### config.mk
export PLATFORM = sky130hd
export DESIGN_NAME = lru_page_replacement
export DESIGN_NICKNAME = d
export VERILOG_FILES = /design/src/hdl/lrupr_pkg.sv /design/src/hdl/lrupr_ram.sv /design/src/hdl/lrupr_engine.sv /design/src/hdl/lrupr_out.sv /design/src/hdl/lru_page_replacement.sv
export SDC_FILE = /design/constraint.sdc
export NUM_CORES = 1
export LEC_CHECK = 0
export BUFFER_PORTS_ARGS = -buffer_cell sky130_fd_sc_hd__buf_2
export CORE_ASPECT_RATIO = 0.8
export CORE_MARGIN = 3
export CORE_UTILIZATION = 60
export DETAILED_ROUTE_END_ITERATION = 10
export PLACE_DENSITY = 0.78
export SYNTH_ARGS = -nofsm -noshare
export SYNTH_HDL_FRONTEND = slang
export SYNTH_SLANG_ARGS = --single-unit
### constraint.sdc
create_clock -name clk -period 6 [get_ports clk]
set_input_delay 0.3 -clock clk [delete_from_list [all_inputs] [get_ports clk]]
set_output_delay 0.3 -clock clk [all_outputs]
set_load 0.05 [all_outputs]
### src/hdl/lrupr_pkg.sv
`timescale 1ns / 1ps

package lrupr_pkg;

  // Fixed port widths
  localparam int PAGE_W  = 16;  // page number on the ports
  localparam int FRAME_W = 4;   // reported frame index
  localparam int CFG_W   = 5;   // frames_in_use register
  localparam int COUNT_W = 32;  // fault / reference totals

  localparam logic [CFG_W-1:0] FRAMES_RESET = CFG_W'(16);

  // One finished lookup, engine to output stage
  typedef struct packed {
    logic               hit;
    logic [FRAME_W-1:0] frame;
    logic               ev_valid;
    logic [PAGE_W-1:0]  ev_page;
  } result_t;

endpackage

### src/hdl/lrupr_ram.sv
`timescale 1ns / 1ps

module lrupr_ram #(
  parameter int WIDTH = 8,
  parameter int DEPTH = 16
) (
  input  logic                                   clk,
  input  logic                                   we,
  input  logic [((DEPTH > 1) ? $clog2(DEPTH) : 1)-1:0] waddr,
  input  logic [WIDTH-1:0]                       wdata,
  input  logic                                   re,
  input  logic [((DEPTH > 1) ? $clog2(DEPTH) : 1)-1:0] raddr,
  output logic [WIDTH-1:0]                       rdata
);

  logic [WIDTH-1:0] mem [DEPTH];

  always_ff @(posedge clk) begin
    if (we) begin
      mem[waddr] <= wdata;
    end
    if (re) begin
      rdata <= mem[raddr];
    end
  end

endmodule

### src/hdl/lrupr_engine.sv
`timescale 1ns / 1ps

module lrupr_engine #(
  parameter int FRAMES    = 16,
  parameter int PAGE_BITS = 16
) (
  input  logic                          clk,
  input  logic                          rst,
  input  logic                          cfg_we,
  input  logic [lrupr_pkg::CFG_W-1:0]   cfg_wdata,
  input  logic                          req_valid,
  output logic                          req_ready,
  input  logic [lrupr_pkg::PAGE_W-1:0]  req_page,
  output logic                          res_valid,
  input  logic                          res_ready,
  output lrupr_pkg::result_t            res
);

  import lrupr_pkg::*;

  localparam int IDX_W  = (FRAMES > 1) ? $clog2(FRAMES) : 1;
  localparam int RANK_W = IDX_W;
  localparam int CNT_W  = $clog2(FRAMES + 1);
  localparam int WORD_W = PAGE_BITS + RANK_W;

  localparam logic [2:0] S_IDLE   = 3'd0;
  localparam logic [2:0] S_SCAN   = 3'd1;
  localparam logic [2:0] S_DECIDE = 3'd2;
  localparam logic [2:0] S_TOUCH  = 3'd3;
  localparam logic [2:0] S_DONE   = 3'd4;

  logic [2:0]           state;
  logic [CFG_W-1:0]     frames_cfg;
  logic [CNT_W-1:0]     n_active;
  logic [FRAMES-1:0]    valid;
  logic [IDX_W-1:0]     fill_pointer;
  logic [CNT_W-1:0]     cnt;
  logic                 rd_vld;
  logic [IDX_W-1:0]     rd_idx;
  logic [PAGE_BITS-1:0] page_key;

  // scan results
  logic                 hit_found;
  logic [IDX_W-1:0]     hit_idx;
  logic [RANK_W-1:0]    hit_rank;
  logic                 found;
  logic [RANK_W-1:0]    best_rank;
  logic [IDX_W-1:0]     vic_idx;
  logic [PAGE_BITS-1:0] vic_page;

  // decision
  logic [IDX_W-1:0]     tgt_idx;
  logic                 age_all;
  logic [RANK_W-1:0]    limit;
  logic                 ev;

  // memory ports
  logic                 mem_re;
  logic [IDX_W-1:0]     mem_raddr;
  logic [WORD_W-1:0]    mem_rdata;
  logic                 mem_we;
  logic [IDX_W-1:0]     wr_addr;
  logic [PAGE_BITS-1:0] wr_page;
  logic [RANK_W-1:0]    wr_rank;
  logic [PAGE_BITS-1:0] rd_page;
  logic [RANK_W-1:0]    rd_rank;

  logic                 fill_ok;
  logic [CNT_W-1:0]     fp_inc;
  logic [IDX_W-1:0]     fp_next;

  // out-of-range frame counts clamp to 1..FRAMES
  always_comb begin
    if (frames_cfg == '0) begin
      n_active = CNT_W'(1);
    end else if (int'(frames_cfg) > FRAMES) begin
      n_active = CNT_W'(FRAMES);
    end else begin
      n_active = CNT_W'(frames_cfg);
    end
  end

  assign rd_page = mem_rdata[WORD_W-1:RANK_W];
  assign rd_rank = mem_rdata[RANK_W-1:0];

  assign mem_re    = ((state == S_SCAN) || (state == S_TOUCH)) && (cnt < n_active);
  assign mem_raddr = cnt[IDX_W-1:0];

  // write-back: target becomes newest, younger valid frames age by one
  always_comb begin
    mem_we  = 1'b0;
    wr_addr = rd_idx;
    wr_page = page_key;
    wr_rank = '0;
    if ((state == S_TOUCH) && rd_vld) begin
      if (rd_idx == tgt_idx) begin
        mem_we = 1'b1;
      end else if (valid[rd_idx] && (age_all || (rd_rank < limit))) begin
        mem_we  = 1'b1;
        wr_page = rd_page;
        wr_rank = RANK_W'(rd_rank + 1'b1);
      end
    end
  end

  assign fill_ok = (CNT_W'(fill_pointer) < n_active) && !valid[fill_pointer];
  assign fp_inc  = CNT_W'(fill_pointer) + CNT_W'(1);
  assign fp_next = (fp_inc >= n_active) ? '0 : IDX_W'(fp_inc);

  lrupr_ram #(
    .WIDTH (WORD_W),
    .DEPTH (FRAMES)
  ) u_table (
    .clk   (clk),
    .we    (mem_we),
    .waddr (wr_addr),
    .wdata ({wr_page, wr_rank}),
    .re    (mem_re),
    .raddr (mem_raddr),
    .rdata (mem_rdata)
  );

  assign req_ready = (state == S_IDLE);
  assign res_valid = (state == S_DONE);

  always_comb begin
    res.hit      = hit_found;
    res.frame    = FRAME_W'(tgt_idx);
    res.ev_valid = ev;
    res.ev_page  = ev ? PAGE_W'(vic_page) : '0;
  end

  always_ff @(posedge clk) begin
    rd_vld <= mem_re;
    rd_idx <= mem_raddr;
    if (mem_re) begin
      cnt <= cnt + CNT_W'(1);
    end

    unique case (state)
      S_IDLE: begin
        if (req_valid) begin
          page_key  <= PAGE_BITS'(req_page);
          hit_found <= 1'b0;
          found     <= 1'b0;
          cnt       <= '0;
          state     <= S_SCAN;
        end
      end
      S_SCAN: begin
        if (rd_vld && valid[rd_idx]) begin
          if (!hit_found && (rd_page == page_key)) begin
            hit_found <= 1'b1;
            hit_idx   <= rd_idx;
            hit_rank  <= rd_rank;
          end
          // strict compare keeps the lowest index on a tie
          if (!found || (rd_rank > best_rank)) begin
            found     <= 1'b1;
            best_rank <= rd_rank;
            vic_idx   <= rd_idx;
            vic_page  <= rd_page;
          end
        end
        if (rd_vld && (cnt == n_active)) begin
          state <= S_DECIDE;
        end
      end
      S_DECIDE: begin
        if (hit_found) begin
          tgt_idx <= hit_idx;
          age_all <= 1'b0;
          limit   <= hit_rank;
          ev      <= 1'b0;
        end else if (fill_ok) begin
          tgt_idx             <= fill_pointer;
          fill_pointer        <= fp_next;
          valid[fill_pointer] <= 1'b1;
          age_all             <= 1'b1;
          ev                  <= 1'b0;
        end else begin
          tgt_idx        <= vic_idx;
          valid[vic_idx] <= 1'b1;
          age_all        <= 1'b1;
          ev             <= found;
        end
        cnt   <= '0;
        state <= S_TOUCH;
      end
      S_TOUCH: begin
        if (rd_vld && (cnt == n_active)) begin
          state <= S_DONE;
        end
      end
      S_DONE: begin
        if (res_ready) begin
          state <= S_IDLE;
        end
      end
      default: begin
        state <= S_IDLE;
      end
    endcase

    // new frame count empties the table
    if (cfg_we) begin
      frames_cfg   <= cfg_wdata;
      valid        <= '0;
      fill_pointer <= '0;
    end

    if (rst) begin
      state        <= S_IDLE;
      frames_cfg   <= FRAMES_RESET;
      valid        <= '0;
      fill_pointer <= '0;
      cnt          <= '0;
      rd_vld       <= 1'b0;
      hit_found    <= 1'b0;
      found        <= 1'b0;
      ev           <= 1'b0;
      age_all      <= 1'b0;
    end
  end

`ifndef SYNTH
  // read and write-back never touch the same entry in one cycle
  a_no_rw_collision: assert property (@(posedge clk) disable iff (rst)
    (mem_we && mem_re) |-> (wr_addr != mem_raddr))
    else $error("table read and write hit the same entry");

  // a hit can only come from a valid frame, so a victim candidate exists
  a_hit_has_candidate: assert property (@(posedge clk) disable iff (rst)
    ((state == S_DECIDE) && hit_found) |-> found)
    else $error("hit without any valid frame seen");

  // the chosen frame is resident once the decision is made
  a_target_valid: assert property (@(posedge clk) disable iff (rst)
    ((state == S_DECIDE) && !cfg_we) |=> valid[tgt_idx])
    else $error("target frame not marked valid");
`endif

endmodule

### src/hdl/lrupr_out.sv
`timescale 1ns / 1ps

module lrupr_out (
  input  logic                           clk,
  input  logic                           rst,
  input  logic                           res_valid,
  output logic                           res_ready,
  input  lrupr_pkg::result_t             res,
  output logic                           rsp_valid,
  input  logic                           rsp_ready,
  output logic                           hit,
  output logic [lrupr_pkg::FRAME_W-1:0]  frame_index,
  output logic                           evicted_valid,
  output logic [lrupr_pkg::PAGE_W-1:0]   evicted_page,
  output logic [lrupr_pkg::COUNT_W-1:0]  fault_total,
  output logic [lrupr_pkg::COUNT_W-1:0]  reference_total
);

  import lrupr_pkg::*;

  logic [COUNT_W-1:0] fault_count;
  logic [COUNT_W-1:0] reference_count;
  logic [COUNT_W-1:0] fault_count_next;
  logic [COUNT_W-1:0] reference_count_next;
  logic               load;

  assign res_ready = !rsp_valid || rsp_ready;
  assign load      = res_valid && res_ready;

  // saturating counts
  always_comb begin
    reference_count_next = (reference_count == '1) ? reference_count
                                                   : reference_count + COUNT_W'(1);
    fault_count_next = fault_count;
    if (!res.hit && (fault_count != '1)) begin
      fault_count_next = fault_count + COUNT_W'(1);
    end
  end

  always_ff @(posedge clk) begin
    if (load) begin
      fault_count     <= fault_count_next;
      reference_count <= reference_count_next;
      hit             <= res.hit;
      frame_index     <= res.frame;
      evicted_valid   <= res.ev_valid;
      evicted_page    <= res.ev_page;
      fault_total     <= fault_count_next;
      reference_total <= reference_count_next;
      rsp_valid       <= 1'b1;
    end else if (rsp_ready) begin
      rsp_valid <= 1'b0;
    end
    if (rst) begin
      fault_count     <= '0;
      reference_count <= '0;
      rsp_valid       <= 1'b0;
    end
  end

`ifndef SYNTH
  // every fault is also a reference
  a_faults_le_refs: assert property (@(posedge clk) disable iff (rst)
    fault_count <= reference_count)
    else $error("fault count exceeds reference count");
`endif

endmodule

### src/hdl/lru_page_replacement.sv
`timescale 1ns / 1ps

// LRU page replacement table.
// Request channel (req_valid/req_ready, page_number): one page reference per
// transfer. Response channel (rsp_valid/rsp_ready): one result per reference
// with hit, frame_index, evicted_valid/evicted_page and saturating 32-bit
// fault_total and reference_total.
// Config channel (cfg_valid/cfg_ready, cfg_data): writes frames_in_use
// (0 acts as 1, values above FRAMES act as FRAMES) and empties the table;
// counts are kept. Write it only while no reference is in flight.
// Table: with n managed frames the table lives in one RAM with a single read
// and a single write port: one pass reads all n entries to find a hit or the
// oldest frame, a second pass reads them again and writes back aged ranks.
// A new reference is taken only once the last result has left the engine.
// Reset: table empty, frames_in_use = 16, both counts zero; no clearing pass
// is needed since valid bits are flops.
// Stall: the result waits in the output register while rsp_ready is low;
// the next reference is already taken and worked on, and its result waits
// in the engine until the output register frees up.
module lru_page_replacement #(
  parameter int FRAMES    = 16,
  parameter int PAGE_BITS = 16
) (
  input  logic                           clk,
  input  logic                           rst,
  input  logic                           cfg_valid,
  output logic                           cfg_ready,
  input  logic [lrupr_pkg::CFG_W-1:0]    cfg_data,
  input  logic                           req_valid,
  output logic                           req_ready,
  input  logic [lrupr_pkg::PAGE_W-1:0]   page_number,
  output logic                           rsp_valid,
  input  logic                           rsp_ready,
  output logic                           hit,
  output logic [lrupr_pkg::FRAME_W-1:0]  frame_index,
  output logic                           evicted_valid,
  output logic [lrupr_pkg::PAGE_W-1:0]   evicted_page,
  output logic [lrupr_pkg::COUNT_W-1:0]  fault_total,
  output logic [lrupr_pkg::COUNT_W-1:0]  reference_total
);

  import lrupr_pkg::*;

  logic    res_valid;
  logic    res_ready;
  result_t res;

  // config is always taken; it is only legal between references
  assign cfg_ready = 1'b1;

  lrupr_engine #(
    .FRAMES    (FRAMES),
    .PAGE_BITS (PAGE_BITS)
  ) u_engine (
    .clk       (clk),
    .rst       (rst),
    .cfg_we    (cfg_valid),
    .cfg_wdata (cfg_data),
    .req_valid (req_valid),
    .req_ready (req_ready),
    .req_page  (page_number),
    .res_valid (res_valid),
    .res_ready (res_ready),
    .res       (res)
  );

  // output register and running counts
  lrupr_out u_out (
    .clk             (clk),
    .rst             (rst),
    .res_valid       (res_valid),
    .res_ready       (res_ready),
    .res             (res),
    .rsp_valid       (rsp_valid),
    .rsp_ready       (rsp_ready),
    .hit             (hit),
    .frame_index     (frame_index),
    .evicted_valid   (evicted_valid),
    .evicted_page    (evicted_page),
    .fault_total     (fault_total),
    .reference_total (reference_total)
  );

endmodule
== Word-level counts from Yosys, hierarchy flattened ==
Memory sizes are Yosys's and may differ from the RTL's. A register that Yosys moved wholly into a read port is not among the register bits.
Index checks and enable logic that the tools add are counted.

* Add/sub/neg operators: 5
* Order comparisons: 11
* Eq/ne operators: 16
* Mux-type cells: 47
* Bitwise operators: 3
* Reduce and logical (&&, ||, !) cells: 33

{| class="wikitable"
|+ Operators by type and width
! kind !! number
|-
| $add A32 B1 Y32 const B || 2
|-
| $mux W16 || 4
|-
| $mux W32 || 2
|-
| $eq A32 B32 Y1 const B || 1
|-
| $ne A32 B32 Y1 const B || 1
|-
| $or A16 B16 Y16 || 2
|-
| $mux W4 || 6
|-
| $mux W5 || 4
|-
| $mux W1 || 19
|-
| $eq A16 B16 Y1 || 1
|-
| $lt A4 B5 Y1 const B || 3
|-
| $pmux W3 S5 || 1
|-
| $ne A2 B2 Y1 const B || 7
|-
| $mux W3 || 4
|-
| $reduce_and A4 Y1 || 3
|-
| $logic_and A1 B1 Y1 || 11
|-
| $pmux W5 S2 || 1
|-
| $reduce_and A3 Y1 || 3
|-
| $bmux W1 S4 || 2
|-
| $demux W1 S4 || 2
|-
| $ge A4 B1 Y1 const B || 2
|-
| $eq A3 B2 Y1 const B || 2
|-
| $reduce_and A2 Y1 || 3
|-
| $add A4 B1 Y5 const B || 1
|-
| 20 further kinds || 28
|}

* Flip-flop bits (word level): 249
* Bits in writable memories: 320
* Bits of input ports: 26
* Output and inout port bits: 89
* Word-level logic and storage cells: 144
* Memories: 1

{| class="wikitable"
|+ Memories
! memory !! words !! bits a word !! read ports !! clocked after Yosys merged registers in !! write ports !! RTL line !! source
|-
| u_engine.u_table.mem || 16 || 20 || 1 || 1 || 1 || lrupr_ram.sv:16 || <nowiki>logic [WIDTH-1:0] mem [DEPTH];</nowiki>
|}

== Logic depth before layout (Yosys ltp) ==
* Depth after elaboration: 8
* Gate-level depth with buffers: 11
* Depth with buffers taken out: 9

== Modules after synthesis ==
A second synthesis with hierarchy kept.

* Cell total of the unflattened synthesis: 1635
* Area, all modules: 24712.5 um2

{| class="wikitable"
|+ Modules (own cells, without submodules)
! module !! times used !! cells an instance !! area each (um2) !! seq. area each (um2)
|-
| lrupr_ram || 1 || 533 || 12731.0 || 10209.8
|-
| lrupr_out || 1 || 666 || 6912.9 || 3883.7
|-
| lrupr_engine || 1 || 434 || 5057.4 || 2522.4
|-
| lru_page_replacement || 1 || 2 || 11.3 || 0.0
|}

== Least setup slack after synthesis ==
OpenSTA, ideal clock, no wires.

* Kind: flip-flop to flip-flop
* From: register u_out.rsp_valid
* To: register u_out.fault_count[1]
* Arrival: 4152 ps
* Setup slack: 1778 ps
* Cell stages (with the launch flop): 9
* Path buffers: 2
* Cells stage by stage: dfxtp_1 -> nand2b_1 -> nand2_1 -> clkinv_1 -> nand2b_1 -> clkbuf_1 -> clkbuf_1 -> o21ai_0 -> a21oi_1

* Longest elaborated chain between the ends: 3

{| class="wikitable"
|+ Ends and longest elaborated chain
! what !! RTL line !! source
|-
| start, declared || lrupr_out.sv:9 || <nowiki>output logic rsp_valid,</nowiki>
|-
| start signal, assigned || lrupr_out.sv:50 || <nowiki>rsp_valid <= 1'b1;</nowiki>
|-
| start signal, assigned || lrupr_out.sv:52 || <nowiki>rsp_valid <= 1'b0;</nowiki>
|-
| start signal, assigned || lrupr_out.sv:57 || <nowiki>rsp_valid <= 1'b0;</nowiki>
|-
| $logic_not A1 Y1 || lrupr_out.sv:27 || <nowiki>assign res_ready = !rsp_valid || rsp_ready;</nowiki>
|-
| $logic_or A1 B1 Y1 || lrupr_out.sv:27 ||
|-
| $logic_and A1 B1 Y1 || lrupr_out.sv:28 || <nowiki>assign load = res_valid && res_ready;</nowiki>
|-
| via u_out.load || lrupr_out.sv:25 || <nowiki>logic load;</nowiki>
|-
| end signal, assigned || lrupr_out.sv:42 || <nowiki>fault_count <= fault_count_next;</nowiki>
|-
| end, declared || lrupr_out.sv:21 || <nowiki>logic [COUNT_W-1:0] fault_count;</nowiki>
|}

The timed path passes the listed nets, and every way through them passes these cells.
A chain may end at the register's enable or synchronous reset.

== Final worst setup path ==
* From: register u_engine.rd_idx[0]
* To: memory u_engine.u_table.mem[7][1] (netlist bit) (enable)

* Longest elaborated chain between the ends: 8

{| class="wikitable"
|+ Ends and longest elaborated chain
! what !! RTL line !! source
|-
| start, declared || lrupr_engine.sv:39 || <nowiki>logic [IDX_W-1:0] rd_idx;</nowiki>
|-
| start signal, assigned || lrupr_engine.sv:135 || <nowiki>rd_idx <= mem_raddr;</nowiki>
|-
| $bmux W1 S4 || lrupr_engine.sv:98 || <nowiki>end else if (valid[rd_idx] && (age_all || (rd_rank < limit))) begin</nowiki>
|-
| $mux W1 (not written as such) || lrupr_engine.sv:98 ||
|-
| $logic_and A1 B1 Y1 || lrupr_engine.sv:98 ||
|-
| $mux W1 || lrupr_engine.sv:98 ||
|-
| $mux W1 || lrupr_engine.sv:96 || <nowiki>if (rd_idx == tgt_idx) begin</nowiki>
|-
| $mux W1 || lrupr_engine.sv:95 || <nowiki>if ((state == S_TOUCH) && rd_vld) begin</nowiki>
|-
| $mux W1 || lrupr_ram.sv:19 || <nowiki>if (we) begin</nowiki>
|-
| $mux W1 (not written as such) || lrupr_ram.sv:20 || <nowiki>mem[waddr] <= wdata;</nowiki>
|-
| end, declared || lrupr_ram.sv:16 ||
|}

Several ways; a longest one is shown, not always the timed one. The select of a mux whose other input is x is not followed.

==> results.yml <==
status:
  status: "complete, no violations"
grt:
  use_met1: 0.379
  busiest_layer: "met2"
  antenna_found_initial: 0
  grt_pass1_vias: 14600
  grt_use_met3: 0.0399
  grt_overflow: 0
  grt_pass1_wl_um: 86800
  grt_use_met2: 0.414
  grt_max_degree: 93
  grt_use_total: 0.260
layout:
  fin_area_mm2: 0.0279
  drive_gt1_frac: 0.224
  fin_nets: 1788
  synthToLayoutAreaGrowth_pct: 12.6
drt:
  vias: 15000
  first_iter_violations: 1524
  vias_per_cell: 6.47
  drtPass1Iterations: 5
  drc_errors: 0
  ant_nets: 0
  wire_per_inst_um: 24.1
  wl_um: 55800
timing:
  setup_violations: 0
  max_freq_mhz: 297
  worstMarginPinSlew_ns: 1.21
  timing.final.crit_period_ns: 3.37
  rsz0062_at_grt: "no"
  worst_clock_skew_ns: 0.0144
  max_slew_margin: 0.193
  fin_tns_setup_ns: 0
  period_share: 0.561
  drv_slew: 0
  hold_violations: 0
logic_synthesis:
  synth.avg_cell_area_um2: 15.4
  ys_warn_count: 0
  ys_ff_latch: 589
  ys_top_cells_by_area: "edfxtp_1, mux4_2, dfxtp_1"
  synth_edf_count: 482
  synth_seq_area_share: 0.670
  ys_types: 67
  synth_cells: 1606
  yosysTopAreaCellShare: 0.584
  synthArstFlopShare: 0
  ys.flop_type: "edfxtp_1"
  yosys.area.top_type: "edfxtp_1"
  syn-num-nets: 1661
  syn_area_mm2: 0.0248
critical_path:
  crit_path_end_kind: "flip-flop"
  path_max_fanout: 18
  critPathMaxStageDelay_ns: 0.90
  cp-start-kind: "flip-flop"
  critical_path_required_ns: 6.26
  slowest_stage: "nand4_1"
  arrival_ns: 3.63
  crit_path_cell_trace: "xnor2_1 -> nand4_1 -> a21oi_2 -> buf_4"
  timing.rr.start: "u_engine.rd_idx[0]"
  crit_path_start: "u_engine.rd_idx[0]"
  critPathKind: "flip-flop to flip-flop"
cts:
  holdBufCountCts: 20
  cts_sinks: 589
  clk_path_buf_depth: 3
  clkTransAtPathRegs_ns: 0.06
  numCtsBuffers: 54
  clk_latency_ns: 0.59
  root_buffer: "clkbuf_16"
  cts_tree: "yes"
  postCtsSetupBuffers: 0
  cts_resized: 0
  cts-htree-levels: 2
die:
  initial_utilization: 0.618
  rows: 65
  die_h_um: 188
  die_area_mm2: 0.0438
  core-area_mm2: 0.0401
  die_w_um: 233
  ios: 115
hold_path:
  hold_start: "cfg_data[3]"
  hp-class: "input pin to flip-flop"
place:
  post_dp_cell_area_mm2: 0.0260
  io_buffer_count: 113
  dp_hpwl_um: 32400
  routabilityCongestion: 0.864
power_and_ir_drop:
  p_total_mw: 8.04
  worst_ir_drop_vdd_v: 0.000258
  p_leak_nw: 9.18
  power_density_mw_per_mm2: 288
run:
  drv_cap: 0
layout make-up:
cell class / instances / area, µm²
sequential: 589 / 16600
fill: 2581 / 12200
multi-input combinational: 893 / 7790
clock buffer: 68 / 1400
timing repair buffer: 166 / 1010
tap: 536 / 671
clock inverter: 33 / 299
inverter: 29 / 111
antenna: 1 / 2.50
placed cells by master, fill, tap and decap left out, types with 15 or more instances in the layout:
cell,count
dfxtp_1,104
nor2b_1,20
nor3_1,32
or4_1,32
nor4_1,32
o21ai_0,15
nand4_1,29
ha_1,29
a221o_1,16
clkbuf_16,54
mux2_2,31
nand2_1,69
and2_1,24
dlygate4sd3_1,20
buf_4,33
a21oi_2,17
mux4_2,107
o31ai_1,33
nand3_1,58
xnor2_1,46
nor2_1,78
edfxtp_1,482
inv_1,27
xor2_1,47
buf_2,113
a21oi_1,48
sequential cells by signal (all words and copies together), names as in the netlist, 5 cells and up:
register	flops
u_engine.cnt	5
u_out.fault_count	32
u_engine.page_key	16
u_engine.valid	16
u_out.evicted_page	16
u_out.reference_count	32
u_out.fault_total	32
u_engine.u_table.mem	320
u_engine.vic_page	16
u_engine.frames_cfg	5
u_out.reference_total	32
u_engine.u_table.rdata	20
per-stage QoR:
step	setup WS, ns	util	instances	hold slack, ns
floorplan	1.78	-	1606	0.359
global placement	2.63	0.649	2193	0.393
detailed placement	2.62	0.649	2193	0.389
CTS	2.59	0.696	2314	0.000283
global route	2.33	0.696	2314	0.0278
finish	2.63	0.696	2315	0.0227
final timing paths:
check | slack (ns) | endpoint | cells after the start
max reg2reg | 2.63 | u_engine.u_table.mem[7][1] | 4
min reg2reg | 0.40 | u_engine.rd_idx[2] | 0
max | 2.63 | u_engine.u_table.mem[7][1] | 4
min | 0.02 | u_engine.frames_cfg[3] | 3
metal layers:
metal,share of wire,up-vias,wire [µm]
met4,0.023,0,1260
met5,0,-,0
li1,-,6600,-
met2,0.48,767,26800
met1,0.41,7494,22900
met3,0.088,106,4900
critical path: cells and delay by family, from the launching register on:
kind | cells | cell delay [ns]
DFF | 1 | 0.64
xor gates and xnor gates | 1 | 0.17
AOI/OAI and AO/OA | 1 | 0.90
and+or+nand+nor | 1 | 0.90
buffers and inverters | 1 | 0.41
synthesized netlist by cell type, drive strengths merged (6+ instances only):
library cell and number:
buf 28, nor3 35, mux2i 11, edfxtp 482, mux2 31, dfxtp 107
nor2b 20, o2111ai 6, a221o 16, mux4 107, nand4 31, nand4b 6
o21ai 15, nor2 79, and2 24, and3 9, and4 12, or3 14
nand2 69, o31ai 35, ha 29, inv 27, a21oi 66, or4 32
xnor2 46, nand3 58, xor2 47, nor4 33, clkbuf 67
kinds of logic after synthesis:
family | share of synthesized area
flops | 0.670
compound gates | 0.0495
other cells | 0.000151
mux | 0.116
buf+inv | 0.0196
fa+ha+maj | 0.0146
xor+xnor | 0.0329
simple gates | 0.0971
power breakdown:
part	total [mW]	switching, mW	internal (mW)
clock network	3.35	1.48	1.88
registers	4.46	0.0359	4.42
logic	0.232	0.130	0.102
total	8.04	1.64	6.40
Power figures use the tool's default switching activity.
